`config.mk`:
```
export PLATFORM = sky130hd
export DESIGN_NAME = hidden_symbol_byte_extractor
export DESIGN_NICKNAME = d
export VERILOG_FILES = /design/src/rtl/core/hsbe_pkg.sv /design/src/rtl/core/hsbe_csr.sv /design/src/rtl/core/hsbe_decode.sv /design/src/rtl/core/hsbe_out_queue.sv /design/src/rtl/core/hidden_symbol_byte_extractor.sv
export SDC_FILE = /design/constraint.sdc
export NUM_CORES = 1
export LEC_CHECK = 0
export BUFFER_PORTS_ARGS = -buffer_cell sky130_fd_sc_hd__buf_2
export CORE_MARGIN = 4
export CORE_UTILIZATION = 55
export CTS_CLUSTER_DIAMETER = 100
export DETAILED_ROUTE_END_ITERATION = 8
export GPL_ROUTABILITY_DRIVEN = 0
export MAX_ROUTING_LAYER = met4
export PLACE_DENSITY = 0.85
export RECOVER_POWER = 50
export REMOVE_ABC_BUFFERS = 1
export SKIP_LAST_GASP = 1
export SLEW_MARGIN = 5
export SYNTH_ARGS = -nofsm -noshare
export SYNTH_HDL_FRONTEND = slang
export SYNTH_SLANG_ARGS = --single-unit
```
`constraint.sdc`:
```
create_clock -name clock -period 3.55 [get_ports clock]
set_input_delay 0 -clock clock [delete_from_list [all_inputs] [get_ports clock]]
set_output_delay 0 -clock clock [all_outputs]
set_load 0.01 [all_outputs]
```
`src/rtl/core/hsbe_pkg.sv`:
```
`timescale 1ns / 1ps

package hsbe_pkg;

   localparam int SYMBOL_BYTES_DEF = 3;
   localparam int SYMBOL_W         = 24;
   localparam int PAT_W            = 32;
   localparam int FILL_W           = 2;
   localparam int COUNT_W          = 3;
   localparam int ACC_W            = 7;
   localparam int CSR_ADDR_W       = 3;
   localparam int CSR_DATA_W       = 32;

   // register index, taken from paddr[2]
   localparam logic REG_ZERO_SYMBOL = 1'b0;
   localparam logic REG_ONE_SYMBOL  = 1'b1;

   typedef struct packed {
      logic [7:0] message_byte;
      logic       is_last;
   } req_type;

   typedef struct packed {
      logic [7:0] hidden_byte;
      logic       byte_valid;
      logic       message_end;
      logic       incomplete;
   } rsp_type;

   typedef struct packed {
      logic [SYMBOL_W-1:0] zero_symbol;
      logic [SYMBOL_W-1:0] one_symbol;
   } cfg_type;

endpackage

```
`src/rtl/core/hsbe_csr.sv`:
```
`timescale 1ns / 1ps

module hsbe_csr
   import hsbe_pkg::*;
(
   input  logic                  clock,
   input  logic                  reset,
   input  logic                  psel,
   input  logic                  penable,
   input  logic                  pwrite,
   input  logic [CSR_ADDR_W-1:0] paddr,
   input  logic [CSR_DATA_W-1:0] pwdata,
   output logic [CSR_DATA_W-1:0] prdata,
   output logic                  pready,
   output cfg_type               cfg
);

   logic [SYMBOL_W-1:0] zero_symbol_ff, zero_symbol_in;
   logic [SYMBOL_W-1:0] one_symbol_ff, one_symbol_in;
   logic                wr_en;

   assign pready = 1'b1;
   assign wr_en  = psel && penable && pwrite;

   always_comb begin
      zero_symbol_in = zero_symbol_ff;
      one_symbol_in  = one_symbol_ff;
      if (wr_en) begin
         case (paddr[2])
            REG_ZERO_SYMBOL: zero_symbol_in = pwdata[SYMBOL_W-1:0];
            REG_ONE_SYMBOL:  one_symbol_in  = pwdata[SYMBOL_W-1:0];
            default: ;
         endcase
      end
   end

   always_ff @(posedge clock) begin
      if (reset) begin
         zero_symbol_ff <= '0;
         one_symbol_ff  <= '0;
      end else begin
         zero_symbol_ff <= zero_symbol_in;
         one_symbol_ff  <= one_symbol_in;
      end
   end

   always_comb begin
      case (paddr[2])
         REG_ZERO_SYMBOL: prdata = {(CSR_DATA_W-SYMBOL_W)'(0), zero_symbol_ff};
         REG_ONE_SYMBOL:  prdata = {(CSR_DATA_W-SYMBOL_W)'(0), one_symbol_ff};
         default:         prdata = '0;
      endcase
   end

   assign cfg.zero_symbol = zero_symbol_ff;
   assign cfg.one_symbol  = one_symbol_ff;

endmodule

```
`src/rtl/core/hsbe_decode.sv`:
```
`timescale 1ns / 1ps

module hsbe_decode
   import hsbe_pkg::*;
#(
   parameter int SYMBOL_BYTES = SYMBOL_BYTES_DEF
) (
   input  logic    clock,
   input  logic    reset,
   input  logic    accept,
   input  req_type req,
   input  cfg_type cfg,
   output logic    res_valid,
   output rsp_type res
);

   localparam int WIN_W      = SYMBOL_BYTES * 8;
   localparam int HIST_BYTES = (SYMBOL_BYTES > 1) ? SYMBOL_BYTES - 1 : 1;
   localparam int HIST_W     = HIST_BYTES * 8;
   localparam logic [HIST_W-1:0] HIST_MASK = (SYMBOL_BYTES > 1) ? '1 : '0;
   localparam logic [FILL_W-1:0] FILL_FULL = FILL_W'(SYMBOL_BYTES - 1);

   logic [HIST_W-1:0]  hist_ff, hist_in;
   logic [FILL_W-1:0]  fill_ff, fill_in;
   logic [ACC_W-1:0]   acc_ff, acc_in;
   logic [COUNT_W-1:0] count_ff, count_in;

   logic [HIST_W+7:0]  shifted;
   logic [WIN_W-1:0]   win;
   logic [PAT_W-1:0]   zero_ext, one_ext;
   logic               is_one, is_zero, window_full;
   logic               byte_done;
   logic [7:0]         hidden;
   logic               incomplete;

   assign shifted     = {hist_ff, req.message_byte};
   assign win         = shifted[WIN_W-1:0];
   assign zero_ext    = {(PAT_W-SYMBOL_W)'(0), cfg.zero_symbol};
   assign one_ext     = {(PAT_W-SYMBOL_W)'(0), cfg.one_symbol};
   assign is_one      = win == one_ext[WIN_W-1:0];
   assign is_zero     = win == zero_ext[WIN_W-1:0];
   assign window_full = fill_ff >= FILL_FULL;

   always_comb begin
      hist_in    = hist_ff;
      fill_in    = fill_ff;
      acc_in     = acc_ff;
      count_in   = count_ff;
      byte_done  = 1'b0;
      hidden     = '0;
      incomplete = 1'b0;
      if (accept) begin
         if (window_full) begin
            if (is_one || is_zero) begin
               // one_symbol wins when both patterns match
               if (count_ff == COUNT_W'(7)) begin
                  byte_done = 1'b1;
                  hidden    = {is_one, acc_ff};
                  acc_in    = '0;
                  count_in  = '0;
               end else begin
                  acc_in   = acc_ff | (ACC_W'(is_one) << count_ff);
                  count_in = count_ff + COUNT_W'(1);
               end
               // skip the matched bytes
               hist_in = '0;
               fill_in = '0;
            end else begin
               hist_in = shifted[HIST_W-1:0] & HIST_MASK;
            end
         end else begin
            hist_in = shifted[HIST_W-1:0] & HIST_MASK;
            fill_in = fill_ff + FILL_W'(1);
         end
         if (req.is_last) begin
            incomplete = count_in != '0;
            hist_in    = '0;
            fill_in    = '0;
            acc_in     = '0;
            count_in   = '0;
         end
      end
   end

   always_ff @(posedge clock) begin
      if (reset) begin
         hist_ff  <= '0;
         fill_ff  <= '0;
         acc_ff   <= '0;
         count_ff <= '0;
      end else begin
         hist_ff  <= hist_in;
         fill_ff  <= fill_in;
         acc_ff   <= acc_in;
         count_ff <= count_in;
      end
   end

   assign res_valid       = accept && (byte_done || req.is_last);
   assign res.hidden_byte = hidden;
   assign res.byte_valid  = byte_done;
   assign res.message_end = req.is_last;
   assign res.incomplete  = incomplete;

endmodule

```
`src/rtl/core/hsbe_out_queue.sv`:
```
`timescale 1ns / 1ps

module hsbe_out_queue
   import hsbe_pkg::*;
(
   input  logic    clock,
   input  logic    reset,
   input  logic    push,
   input  rsp_type push_data,
   output logic    in_ready,
   output logic    out_valid,
   input  logic    out_ready,
   output rsp_type out_data
);

   logic [1:0] count_ff, count_in;
   rsp_type    head_ff, head_in;
   rsp_type    tail_ff, tail_in;
   logic       pop;

   assign pop       = out_valid && out_ready;
   assign out_valid = count_ff != 2'd0;
   assign in_ready  = count_ff != 2'd2;
   assign out_data  = head_ff;

   always_comb begin
      head_in  = head_ff;
      tail_in  = tail_ff;
      count_in = count_ff + 2'(push) - 2'(pop);
      if (pop && count_ff == 2'd2) begin
         head_in = tail_ff;
      end
      if (push) begin
         if (count_ff == 2'd0 || (count_ff == 2'd1 && pop)) begin
            head_in = push_data;
         end else begin
            tail_in = push_data;
         end
      end
   end

   always_ff @(posedge clock) begin
      if (reset) begin
         count_ff <= '0;
      end else begin
         count_ff <= count_in;
      end
   end

   always_ff @(posedge clock) begin
      head_ff <= head_in;
      tail_ff <= tail_in;
   end

endmodule

```
`src/rtl/core/hidden_symbol_byte_extractor.sv`:
```
`timescale 1ns / 1ps
// Each result transaction is registered in the output queue and offered on rsp behind any earlier result still waiting.
// Throughput: one input byte per cycle while req_ready is high; window match and bit packing are combinational.
// A two-entry result queue keeps req_ready high while one result waits on rsp.
// Reset (synchronous, active high) clears window, symbol count, queue and both patterns.
// Inputs that complete no byte and are not last produce no result transaction.

module hidden_symbol_byte_extractor
   import hsbe_pkg::*;
#(
   parameter int SYMBOL_BYTES = SYMBOL_BYTES_DEF
) (
   input  logic                  clock,
   input  logic                  reset,
   input  logic                  req_valid,
   output logic                  req_ready,
   input  req_type               req_data,
   output logic                  rsp_valid,
   input  logic                  rsp_ready,
   output rsp_type               rsp_data,
   input  logic                  psel,
   input  logic                  penable,
   input  logic                  pwrite,
   input  logic [CSR_ADDR_W-1:0] paddr,
   input  logic [CSR_DATA_W-1:0] pwdata,
   output logic [CSR_DATA_W-1:0] prdata,
   output logic                  pready
);

   cfg_type cfg;
   rsp_type res;
   logic    res_valid;
   logic    accept;

   assign accept = req_valid && req_ready;

   hsbe_csr u_csr (
      .clock   (clock),
      .reset   (reset),
      .psel    (psel),
      .penable (penable),
      .pwrite  (pwrite),
      .paddr   (paddr),
      .pwdata  (pwdata),
      .prdata  (prdata),
      .pready  (pready),
      .cfg     (cfg)
   );

   hsbe_decode #(
      .SYMBOL_BYTES (SYMBOL_BYTES)
   ) u_decode (
      .clock     (clock),
      .reset     (reset),
      .accept    (accept),
      .req       (req_data),
      .cfg       (cfg),
      .res_valid (res_valid),
      .res       (res)
   );

   hsbe_out_queue u_out_queue (
      .clock     (clock),
      .reset     (reset),
      .push      (res_valid),
      .push_data (res),
      .in_ready  (req_ready),
      .out_valid (rsp_valid),
      .out_ready (rsp_ready),
      .out_data  (rsp_data)
   );

`ifndef ASSERT_OFF
   a_rsp_has_reason: assert property (@(posedge clock) disable iff (reset)
      rsp_valid |-> (rsp_data.byte_valid || rsp_data.message_end))
      else $error("result transaction carries neither a byte nor a message end");

   a_incomplete_only_at_end: assert property (@(posedge clock) disable iff (reset)
      (rsp_valid && !rsp_data.message_end) |-> !rsp_data.incomplete)
      else $error("incomplete flagged before message end");

   a_empty_byte_zero: assert property (@(posedge clock) disable iff (reset)
      (rsp_valid && !rsp_data.byte_valid) |-> (rsp_data.hidden_byte == 8'd0))
      else $error("hidden byte nonzero without byte_valid");

   a_last_gives_result: assert property (@(posedge clock) disable iff (reset)
      (req_valid && req_ready && req_data.is_last) |=> rsp_valid)
      else $error("last input produced no result transaction");
`endif

endmodule
```
### After elaboration in Yosys (flattened, before gate mapping)

Cells that the tools add are included.

| cells by class | value |
|---|---|
| add/subtract/negate cells | 4 |
| order comparisons | 1 |
| equal/unequal tests | 7 |
| shifts and indexed selects | 1 |
| mux-type cells | 29 |
| bitwise gates (word level) | 3 |
| reduce and logical (&&, ||, !) cells | 20 |

Operators by type and width:

| kind | count |
|---|---|
| $pmux 32 s2 | 1 |
| $eq 24x24->1 | 2 |
| $mux 16 | 3 |
| $mux 11 | 3 |
| $mux 8 | 4 |
| $mux 7 | 4 |
| $mux 3 | 5 |
| $reduce_and 2->1 | 4 |
| $logic_and 1x1->1 | 7 |
| $or 7x7->7 | 1 |
| $shl 1x3->7 | 1 |
| $mux 1 | 6 |
| $mux 2 | 3 |
| $reduce_bool 2->1 | 3 |
| $add 3x1->3 const B | 1 |
| $eq 3x3->1 const B | 1 |
| $logic_or 1x1->1 | 3 |
| $ne 3x3->1 const B | 1 |
| $reduce_and 3->1 | 1 |
| $reduce_bool 3->1 | 1 |
| $add 2x1->2 | 1 |
| $add 2x1->2 const B | 1 |
| $eq 2x1->1 const B | 1 |
| $eq 2x2->1 const B | 1 |
| other kinds (5) | 6 |

| word-level totals | value |
|---|---|
| flip-flop bits (word level) | 100 |
| logic and storage cells | 80 |

### Logic depth before layout (Yosys ltp)

Gate-level depths: netlist of the first run.

| depth | value |
|---|---|
| word-level depth | 10 |
| mapped depth | 11 |
| mapped depth without buffers | 10 |

### Modules after synthesis

Synthesis of the first run repeated with hierarchy kept, for this count alone.

| unflattened totals | value |
|---|---|
| cells, all modules | 492 |
| area total of the unflattened synthesis | 5193.7 µm² |

Modules (own cells, without submodules):

| module | instances | cells each | area each (µm²) |
|---|---|---|---|
| hsbe_csr | 1 | 223 | 2379.8 |
| hsbe_decode | 1 | 206 | 1798.0 |
| hsbe_out_queue | 1 | 62 | 1009.7 |
| hidden_symbol_byte_extractor | 1 | 1 | 6.3 |

### Worst setup path after synthesis of the first run

Ideal clock, no wire load.

| timing | value |
|---|---|
| kind | reg2reg |
| start | reg u_decode.hist_ff[5] |
| end | reg u_out_queue.tail_ff[0] in the netlist's numbering (enable) |
| setup time | 0.382 ns |
| arrival | 2.132 ns |
| path slack | 1.035 ns |
| stages on the path, launching flop included | 8 |
| buffers on the path | 1 |
| period minus slack after synthesis | 2.515 ns |
| path through | dfxtp_1 xor2_1 nor4_2 nand4_2 o22ai_1 clkbuf_1 nand2_1 a21oi_1 |

| on the way | value |
|---|---|
| word-level cells in the longest chain between the ends | 8 |
| elaborated cells on any way between the ends | 9 |

RTL lines:

| element | line | RTL |
|---|---|---|
| start: declaration | hsbe_decode.sv:23 | `logic [HIST_W-1:0] hist_ff, hist_in;` |
| start signal: assignment | hsbe_decode.sv:92 | `hist_ff <= hist_in;` |
| $eq 24x24->1 (on tied branches) | hsbe_decode.sv:40, hsbe_decode.sv:41 |  |
| $logic_or 1x1->1 * | hsbe_decode.sv:54 | `if (is_one \|\| is_zero) begin` |
| $mux 1 * | hsbe_decode.sv:54 |  |
| $mux 1 * | hsbe_decode.sv:53 | `if (window_full) begin` |
| $mux 1 * | hsbe_decode.sv:52 | `if (accept) begin` |
| $logic_or 1x1->1 * | hsbe_decode.sv:99 | `assign res_valid = accept && (byte_done \|\| req.is_last);` |
| $logic_and 1x1->1 * | hsbe_decode.sv:99 |  |
| $reduce_and 2->1 (no line) * | - |  |
| end signal: assignment | hsbe_out_queue.sv:52 | `tail_ff <= tail_in;` |
| end: declaration | hsbe_out_queue.sv:18 | `rsp_type tail_ff, tail_in;` |

Mark *: on every way between the ends. The rest lies on a longest branch, timed or not.
A chain may end at the register's enable or synchronous reset.

### Final worst setup path of the first run

| timing | value |
|---|---|
| start | in paddr[2] |
| end | reg u_csr.one_symbol_ff[8] |

| on the way | value |
|---|---|
| word-level cells in the longest chain between the ends | 1 |

RTL lines:

| element | line | RTL |
|---|---|---|
| start: declaration | hidden_symbol_byte_extractor.sv:24 | `input logic [CSR_ADDR_W-1:0] paddr,` |
| $reduce_and 2->1 (no line) | - |  |
| end signal: assignment | hsbe_csr.sv:43 | `one_symbol_ff <= one_symbol_in;` |
| end: declaration | hsbe_csr.sv:19 | `logic [SYMBOL_W-1:0] one_symbol_ff, one_symbol_in;` |

Every way passes these cells.

==> flow_metrics.env, run 1 <==
export IMPL_cts_inserted_buffers=9
export IMPL_fin_nets=670
export IMPL_design_area_um2=5560
export IMPL_grt_max_degree=46
export IMPL_core_rowCount=33
export IMPL_yosysWarnings=0
export IMPL_ant_nets=0
export IMPL_routedWlPerCell_um=16.3
export IMPL_io_pins=97
export IMPL_synth_edff_count=11
export IMPL_ys_flop_type="dfxtp_1"
export IMPL_synth_top_area_share_pct=37.8
export IMPL_drtPass1Iterations=5
export IMPL_crit_fanout=27
export IMPL_cts_root_buf="clkbuf_8"
export IMPL_drive_above_1_share_pct=16.6
export IMPL_irDropWorstVdd_v=0.000269
export IMPL_cts_max_level=3
export IMPL_final_cell_mix="105 x nand2_1, 89 x dfxtp_1, 60 x a21oi_1"
export IMPL_die_w_um=101
export IMPL_ys_top_cells_by_area="dfxtp_1 38%, xor2_1 9.1%, mux2_2 8.6%"
export IMPL_end_kind="flop"
export IMPL_synth_async_reset_ratio_pct=0
export IMPL_cts_buffer_depth=2
export IMPL_synth_seq_area_share_pct=44.9
export IMPL_drcViolationCount=0
export IMPL_avgSynthCellArea_um2=9.04
export IMPL_grt_pass1_wl_mm=19.2
export IMPL_core_area_um2=8260
export IMPL_violations="max-capacitance violations, max-slew violations"
export IMPL_clock_sinks=100
export IMPL_finalSetupViolCount=0
export IMPL_status="finished with violations"
export IMPL_n_antenna_cell=0
export IMPL_syn_to_final_growth_pct=18.2
export IMPL_grt_pass1_vias=4038
export IMPL_grt_use_total_pct=24.3
export IMPL_grt_overflow_total=0
export IMPL_finalCritPeriodShare_pct=74.1
export IMPL_layout_commonest_cell="nand2_1"
export IMPL_p_leak_nw=2.40
export IMPL_vias_per_cell=5.70
export IMPL_postCtsSetupRepairBufs=0
export IMPL_hold_viol=0
export IMPL_insertion_delay_ns=0.37
export IMPL_dr_total_vias=4135
export IMPL_reg2reg_from="u_decode.hist_ff[5]"
export IMPL_worstSetupPathType="in2reg"
export IMPL_finalWirelength_mm=11.8
export IMPL_rsz0062_at_grt="no"
export IMPL_tns_ns=0
export IMPL_place_area_um2=5120
export IMPL_power_density_nw_per_um2=460
export IMPL_start_util_pct=57.0
export IMPL_synthCells=521
export IMPL_antenna_found_initial=0
export IMPL_die_h_um=101
export IMPL_fmax_ghz=0.380
export IMPL_hold_path_class="in2reg"
export IMPL_relSlewSlack_pct=-10.5
export IMPL_path_clk_slew_ns=0.10
export IMPL_drt_initial_drc_count=259
export IMPL_cp_required_ns=3.85
export IMPL_hpwl_mm=7.87
export IMPL_port_buffers=77
export IMPL_post_route_min_period_ns=2.63
export IMPL_synthesis_area_um2=4710
export IMPL_crit_start="paddr[2]"
export IMPL_cts_tree="built"
export IMPL_drv_slew=28
export IMPL_synth_seq_cells=100
export IMPL_yosys_area_top_type="dfxtp_1"
export IMPL_finClkSkew_ns=0.0149
export IMPL_tightestPinTransition_ns=1.66
export IMPL_cp_data_arrival_time_ns=2.93
export IMPL_min_from="req_data[4]"
export IMPL_critPathLaunchType="input port"
export IMPL_cap_violations=1
export IMPL_synth_cell_types=41
export IMPL_die_area_um2=10100
==> cells by family after synthesis <==
family	after synthesis	share of synthesized area, %
DFF	100	44.9
buffers and inverters	47	4.52
and+or+nand+nor	184	17.9
xor gates and xnor gates	50	9.30
AOI/OAI and AO/OA	92	12.3
other	2	0.160
muxes	42	9.89
adders and majority gates	4	1.06
==> final timing paths <==
path	endpoint	slack, ns	cells after the start
setup / recovery	u_csr.one_symbol_ff[8]	0.92	6
hold / removal	u_decode.hist_ff[3]	0.03	3
hold reg to reg	u_decode.acc_ff[1]	0.48	2
setup reg to reg	u_out_queue.out_data[0]	1.01	6
==> through the flow <==
stage               util (%)  worst slack, ns  cells  power (mW)  hold slack [ns]
floorplan                  -            0.991    488        1.69           0.0691
global placement        62.0             1.08    677        1.89            0.251
detailed placement      62.0             1.03    677        1.91            0.261
CTS                     68.0             1.00    725        2.59           0.0121
global route            67.4            0.772    725        2.69           0.0296
finish                  67.4            0.920    725        2.56           0.0316
==> sequential cells by signal (all words and copies together) (netlist names) <==
signal and count:
u_decode.fill_ff 2, u_decode.hist_ff 16, u_csr.zero_symbol_ff 24, u_csr.one_symbol_ff 24, u_out_queue.count_ff 2, u_out_queue.out_data 11, u_out_queue.tail_ff 11, u_decode.acc_ff 7
u_decode.count_ff 3
==> Yosys cell counts (2+ instances only) <==
cell	number
nor3_1	3
mux2i_1	6
ha_1	4
nand3_1	5
a31oi_1	3
o2bb2ai_1	4
nor4_1	11
dfxtp_1	89
xor2_1	49
nand2b_1	2
nor2_1	31
nand4_1	2
and3_1	9
nor2b_1	3
mux2_2	36
inv_1	7
and2_1	2
nor4_2	4
clkbuf_1	28
or4b_1	2
buf_2	2
a21oi_1	60
a32oi_1	16
nand2_1	105
nand3b_1	2
conb_1	2
o21ai_0	2
edfxtp_1	11
buf_4	9
==> repair_timing <==
item | in CTS | in global routing
gates resized for setup | 0 | 0
endpoints found under the setup margin | 0 | 0
hold buffers | 32 | 0
hold endpoints to repair | 56 | 0
==> layout make-up <==
cell class                 count  area (um^2)
fill                         656         2700
multi-input combinational    381         2410
sequential                   100         2110
timing repair buffer         116          706
tap                          105          131
clock buffer                  10          128
clock inverter                 6         50.0
inverter                       7         26.3
==> layer usage <==
layer | wire (um) | vias to the layer above | track usage [%] | share of wire [%]
li1 | - | 1969 | - | -
met1 | 4750 | 1953 | 27.0 | 40
met2 | 6020 | 176 | 43.0 | 51
met3 | 683 | 37 | 3.81 | 5.8
met4 | 352 | 0 | 10.5 | 3.0
met5 | 0 | - | - | 0
==> where the power goes <==
part	switching [mW]	internal, mW
Clock	0.402	0.261
Combinational	0.323	0.258
Sequential	0.0657	1.25
Total	0.791	1.77
==> critical path: stages <==
cell	delay, ns
clkbuf_1	1.17
inv_1	0.16
nor2_1	0.50
clkbuf_1	0.77
nand2_1	0.15
a21oi_1	0.17
Power figures use the tool's default switching activity.
==> run 2: changes to the inputs <==
--- a/config.mk
+++ b/config.mk
@@ -7,12 +7,12 @@
 export LEC_CHECK = 0
 export BUFFER_PORTS_ARGS = -buffer_cell sky130_fd_sc_hd__buf_2
 export CORE_MARGIN = 4
-export CORE_UTILIZATION = 55
+export CORE_UTILIZATION = 49
 export CTS_CLUSTER_DIAMETER = 100
 export DETAILED_ROUTE_END_ITERATION = 8
 export GPL_ROUTABILITY_DRIVEN = 0
 export MAX_ROUTING_LAYER = met4
-export PLACE_DENSITY = 0.85
+export PLACE_DENSITY = 0.8
 export RECOVER_POWER = 50
 export REMOVE_ABC_BUFFERS = 1
 export SKIP_LAST_GASP = 1
==> constraint.sdc (replaced) <==
create_clock -name clock -period 2.35 [get_ports clock]
set_input_delay 0 -clock clock [delete_from_list [all_inputs] [get_ports clock]]
set_output_delay 0 -clock clock [all_outputs]
set_load 0.01 [all_outputs]
==> flow_metrics.env, run 2 (same netlist as run 1, synthesis figures left out) <==
export IMPL_status="completed"
export IMPL_end_kind="flop"
export IMPL_fin_nets=687
export IMPL_p_leak_nw=2.57
export IMPL_whs_ns=0.0728
export IMPL_start_util_pct=50.7
export IMPL_finalWorstSetupSlack_ns=0.0547
export IMPL_grt_use_total_pct=22.4
export IMPL_reg2reg_from="u_decode.hist_ff[8]"
export IMPL_die_h_um=106
export IMPL_tightestPinTransition_ns=0.950
export IMPL_core_area_um2=9280
export IMPL_pre_cts_ws_ns=0.114
export IMPL_dr_total_vias=4142
export IMPL_relSlewSlack_pct=36.7
export IMPL_cp_data_arrival_time_ns=2.55
export IMPL_rsz0062_at_grt="yes"
export IMPL_io_pins=97
export IMPL_hold_viol=0
export IMPL_hold_path_endpoint="u_csr.zero_symbol_ff[7]"
export IMPL_post_route_min_period_ns=2.30
export IMPL_antenna_found_initial=0
export IMPL_tns_ns=0
export IMPL_insertion_delay_ns=0.37
export IMPL_design_area_um2=5800
export IMPL_min_from="paddr[2]"
export IMPL_cts_tree="built"
export IMPL_port_buffers=77
export IMPL_reg2reg_depth=7
export IMPL_cts_max_level=3
export IMPL_grt_overflow_total=0
export IMPL_final_cell_mix="105 x nand2_1, 87 x dfxtp_1, 60 x a21oi_1"
export IMPL_drv_slew=0
export IMPL_critPathLaunchType="flop"
export IMPL_clock_sinks=100
export IMPL_n_fill_cell=789
export IMPL_finalSetupViolCount=0
export IMPL_place_area_um2=5230
export IMPL_cp_required_ns=2.60
export IMPL_cap_violations=0
export IMPL_irDropWorstVdd_v=0.000413
export IMPL_worstSetupPathType="reg2reg"
export IMPL_cts_buffer_depth=2
export IMPL_syn_to_final_growth_pct=23.1
export IMPL_grt_pass1_vias=4216
export IMPL_routedWlPerCell_um=15.8
export IMPL_fin_cells=766
export IMPL_crit_start="u_decode.hist_ff[8]"
export IMPL_vias_per_cell=5.41
export IMPL_finalWirelength_mm=12.1
export IMPL_die_area_um2=11200
export IMPL_dp_cells=712
export IMPL_n_antenna_cell=0
export IMPL_drcViolationCount=0
export IMPL_finClkSkew_ns=0.0130
export IMPL_drt_initial_drc_count=250
export IMPL_core_rowCount=35
export IMPL_reg_top3="u_csr.one_symbol_ff: 24 flops, u_csr.zero_symbol_ff: 24 flops, u_decode.hist_ff: 16 flops"
export IMPL_power_density_nw_per_um2=705
export IMPL_path_clk_slew_ns=0.10
export IMPL_drive_above_1_share_pct=21.8
export IMPL_grt_pass1_wl_mm=19.9
export IMPL_layout_commonest_cell="nand2_1"
export IMPL_hpwl_mm=8.11
export IMPL_cts_root_buf="clkbuf_8"
export IMPL_die_w_um=106
export IMPL_grt_max_degree=31
export IMPL_r2r_slack_ns=0.05
export IMPL_crit_fanout=7
export IMPL_r2r_end="u_out_queue.out_data[10]"
export IMPL_hold_depth=4
export IMPL_drtPass1Iterations=5
export IMPL_finalCritPeriodShare_pct=97.7
export IMPL_ant_nets=0
export IMPL_hold_path_class="in2reg"
export IMPL_fmax_ghz=0.436
export IMPL_cts_inserted_buffers=9
-- run 2: layout make-up --
cell class | instances | area [um^2] | share of cell area (%)
Inverter | 7 | 26.3 | 0.453
Sequential cell | 100 | 2110 | 36.5
Clock buffer | 10 | 138 | 2.37
Timing Repair Buffer | 133 | 857 | 14.8
Tap cell | 129 | 161 | 2.78
Clock inverter | 6 | 67.6 | 1.17
Multi-Input combinational cell | 381 | 2430 | 41.9
-- run 2: repair_timing --
| item | 4_1_cts | 5_1_grt |
|---|---|---|
| hold buffers | 34 | 0 |
| endpoints found under the setup margin | 0 | 7 |
| gates resized for setup | 0 | 7 |
| hold endpoints to repair | 58 | 0 |
| setup buffers | 0 | 3 |
-- run 2: how the worst max path moves through the flow --
stage / slack, ns / cells past startpoint / end
after detailed placement: 0.11 / 7 / u_out_queue.out_data[0]
after global routing: -0.03 / 7 / u_out_queue.out_data[10]
final: 0.05 / 7 / u_out_queue.out_data[10]
after floorplan: -0.21 / 6 / u_out_queue.tail_ff[0]
after CTS: 0.08 / 7 / u_out_queue.out_data[0]
after global placement: 0.16 / 7 / u_out_queue.out_data[6]
-- run 2: per-layer routing --
metal	vias to the layer above	GRT usage (%)	wire (um)
met1	1978	25.8	5020
met2	137	39.3	6230
li1	2004	-	-
met4	0	6.85	225
met5	-	-	0
met3	23	4.86	661
-- run 2: stage by stage --
step                power, mW  utilization (%)
finish                   4.08             62.4
global route             4.28             62.4
CTS                      4.10             62.2
detailed placement       2.93             56.3
global placement         2.88             56.3
floorplan                2.56                -
-- run 2: worst max-delay path, stage by stage, from the launching register on --
cell and delay, ns:
dfxtp_2 0.34, xor2_1 0.17, nor4_2 0.33, nand4_2 0.24
o32a_4 0.46, o21ai_4 0.15, buf_6 0.15, mux2_2 0.33
-- run 2: where the power goes --
part,internal (mW),switching (mW)
Sequential,1.88,0.101
Combinational,0.445,0.511
Clock,0.531,0.612
Total,2.86,1.22
==> run 3: changes to the inputs <==
--- a/config.mk
+++ b/config.mk
@@ -6,13 +6,12 @@
 export NUM_CORES = 1
 export LEC_CHECK = 0
 export BUFFER_PORTS_ARGS = -buffer_cell sky130_fd_sc_hd__buf_2
-export CORE_MARGIN = 4
-export CORE_UTILIZATION = 49
+export CORE_UTILIZATION = 55
 export CTS_CLUSTER_DIAMETER = 100
 export DETAILED_ROUTE_END_ITERATION = 8
 export GPL_ROUTABILITY_DRIVEN = 0
 export MAX_ROUTING_LAYER = met4
-export PLACE_DENSITY = 0.8
+export PLACE_DENSITY = 0.85
 export RECOVER_POWER = 50
 export REMOVE_ABC_BUFFERS = 1
 export SKIP_LAST_GASP = 1
==> constraint.sdc (replaced) <==
create_clock -name clock -period 2.2 [get_ports clock]
set_input_delay 0 -clock clock [delete_from_list [all_inputs] [get_ports clock]]
set_output_delay 0 -clock clock [all_outputs]
set_load 0.01 [all_outputs]
==> flow_metrics.env, run 3 (same netlist as run 1, synthesis figures left out) <==
export IMPL_status="finished with violations"
export IMPL_violations="max-capacitance violations, max-slew violations"
export IMPL_antenna_found_initial=0
export IMPL_routedWlPerCell_um=16.4
export IMPL_worstSetupPathType="reg2reg"
export IMPL_hold_viol=0
export IMPL_cts_root_buf="clkbuf_8"
export IMPL_cp_required_ns=2.49
export IMPL_tightestPinTransition_ns=1.65
export IMPL_p_sw_share_pct=30.2
export IMPL_slowest_delay_ns=0.51
export IMPL_grt_overflow_total=0
export IMPL_finClkSkew_ns=0.0127
export IMPL_io_pins=97
export IMPL_start_util_pct=57.0
export IMPL_rsz0062_at_grt="yes"
export IMPL_path_buf_inv=0
export IMPL_worst_path_stages=6
export IMPL_reg_top3="u_csr.one_symbol_ff: 24 flops, u_csr.zero_symbol_ff: 24 flops, u_decode.hist_ff: 16 flops"
export IMPL_die_h_um=94.5
export IMPL_hold_path_class="in2reg"
export IMPL_grt_use_total_pct=28.3
export IMPL_hold_depth=1
export IMPL_finalSetupViolCount=0
export IMPL_drt_initial_drc_count=293
export IMPL_fin_cells=743
export IMPL_insertion_delay_ns=0.36
export IMPL_pwr_share_seq_pct=48.9
export IMPL_cts_buffer_depth=2
export IMPL_dr_total_vias=4254
export IMPL_n_fill_cell=611
export IMPL_whs_ns=0.00721
export IMPL_drcViolationCount=0
export IMPL_n_antenna_cell=0
export IMPL_drv_slew=28
export IMPL_cp_top_family="simple AND/OR/NAND/NOR gates"
export IMPL_final_cell_mix="105 x nand2_1, 82 x dfxtp_1, 60 x a21oi_1"
export IMPL_crit_fanout=7
export IMPL_drtPass1Iterations=5
export IMPL_cp_slowest_cell="or4b_1"
export IMPL_power_mw=4.34
export IMPL_switchingPower_mw=1.31
export IMPL_post_route_min_period_ns=2.20
export IMPL_core_area_um2=8260
export IMPL_cp_data_arrival_time_ns=2.49
export IMPL_vias_per_cell=5.73
export IMPL_grt_pass1_wl_mm=19.0
export IMPL_ant_nets=0
export IMPL_cts_tree="built"
export IMPL_end_kind="flop"
export IMPL_critPathLaunchType="flop"
export IMPL_layout_commonest_cell="nand2_1"
export IMPL_die_area_um2=8930
export IMPL_p_int_mw=3.03
export IMPL_drive_above_1_share_pct=22.4
export IMPL_pwr_share_clk_pct=26.6
export IMPL_combPwrFrac_pct=24.5
export IMPL_hpwl_mm=7.70
export IMPL_relSlewSlack_pct=-9.68
export IMPL_irDropWorstVdd_v=0.000432
export IMPL_p_leak_nw=2.55
export IMPL_grt_max_degree=36
export IMPL_port_buffers=77
export IMPL_finalCritPeriodShare_pct=99.9
export IMPL_syn_to_final_growth_pct=24.1
export IMPL_core_rowCount=33
export IMPL_finalWirelength_mm=12.2
export IMPL_path_clk_slew_ns=0.09
export IMPL_fmax_ghz=0.455
export IMPL_fin_nets=688
export IMPL_cp_cell_sequence="xor2_2, nor4_2, nand4_2, o32a_4, or4b_1, a31oi_1"
export IMPL_cap_violations=1
export IMPL_grt_pass1_vias=4070
export IMPL_clock_sinks=100
export IMPL_reg2reg_depth=6
export IMPL_die_w_um=94.5
export IMPL_cts_max_level=3
export IMPL_cts_inserted_buffers=9
export IMPL_dp_cells=689
export IMPL_power_density_nw_per_um2=743
run 3: cell count changes in the layout (fill, tap and decap cells not counted), moves of 4 or more:
cell	before	now
buf_2	56	44
mux2_4	1	5
dfxtp_1	87	82
nor4_1	11	6
clkbuf_1	24	35
dfxtp_2	2	7
nor4_2	4	9
mux2_2	35	29
run 3: power by group through the flow:
stage          clock network, mW  registers, mW  logic, mW
3_3_place_gp                   0           2.15      0.923
2_1_floorplan                  0           2.19      0.542
6_report                    1.15           2.12       1.06
4_1_cts                     1.16           2.12       1.07
3_5_place_dp                   0           2.16      0.956
5_1_grt                     1.24           2.15       1.16
run 3: timing repair:
| action | in CTS | in global routing |
|---|---|---|
| hold buffers | 31 | 0 |
| pin swaps | 10 | 8 |
| setup buffers | 5 | 1 |
| endpoints found under the hold margin | 55 | 0 |
| setup endpoints to repair | 19 | 31 |
| resized for setup | 15 | 10 |
| gates cloned | 1 | 0 |
run 3: routing by layer:
metal	part of all wire [%]	wire (um)	GRT usage (%)	vias up
li1	-	-	-	2007
met1	42	5070	33.1	2024
met2	50	6070	48.4	184
met3	5.5	666	4.19	39
met4	2.9	354	11.9	0
met5	0	0	-	-
run 3: area by class of cell:
type / count / area [um^2] / share of cell area [%]
clock buffers: 12 / 166 / 2.85
clock inverters: 4 / 30.0 / 0.514
inverters: 7 / 26.3 / 0.450
multi-input cells: 381 / 2500 / 42.9
flip-flops and latches: 100 / 2120 / 36.3
well taps: 105 / 131 / 2.25
repair buffers: 134 / 863 / 14.8
run 3: metrics by stage:
step	util [%]	area, um^2	TNS (ns)	setup slack, ns
floorplan	-	4550	-3.98	-0.359
global route	70.7	5840	-0.609	-0.112
CTS	70.6	5830	-0.0127	-0.0127
finish	70.7	5840	0	0.00133
global placement	63.2	5220	0	0.0584
detailed placement	63.2	5220	-0.0594	-0.0508
run 3: path summary, 6_finish.rpt:
check	start	end	slack, ns
worst max-delay path	u_csr.one_symbol_ff[16]	u_decode.count_ff[1]	0.001
worst min register to register	u_decode.acc_ff[1]	u_decode.acc_ff[1]	0.47
worst min-delay path	req_data[0]	u_out_queue.tail_ff[1]	0.007
worst max register to register	u_csr.one_symbol_ff[16]	u_decode.count_ff[1]	0.001
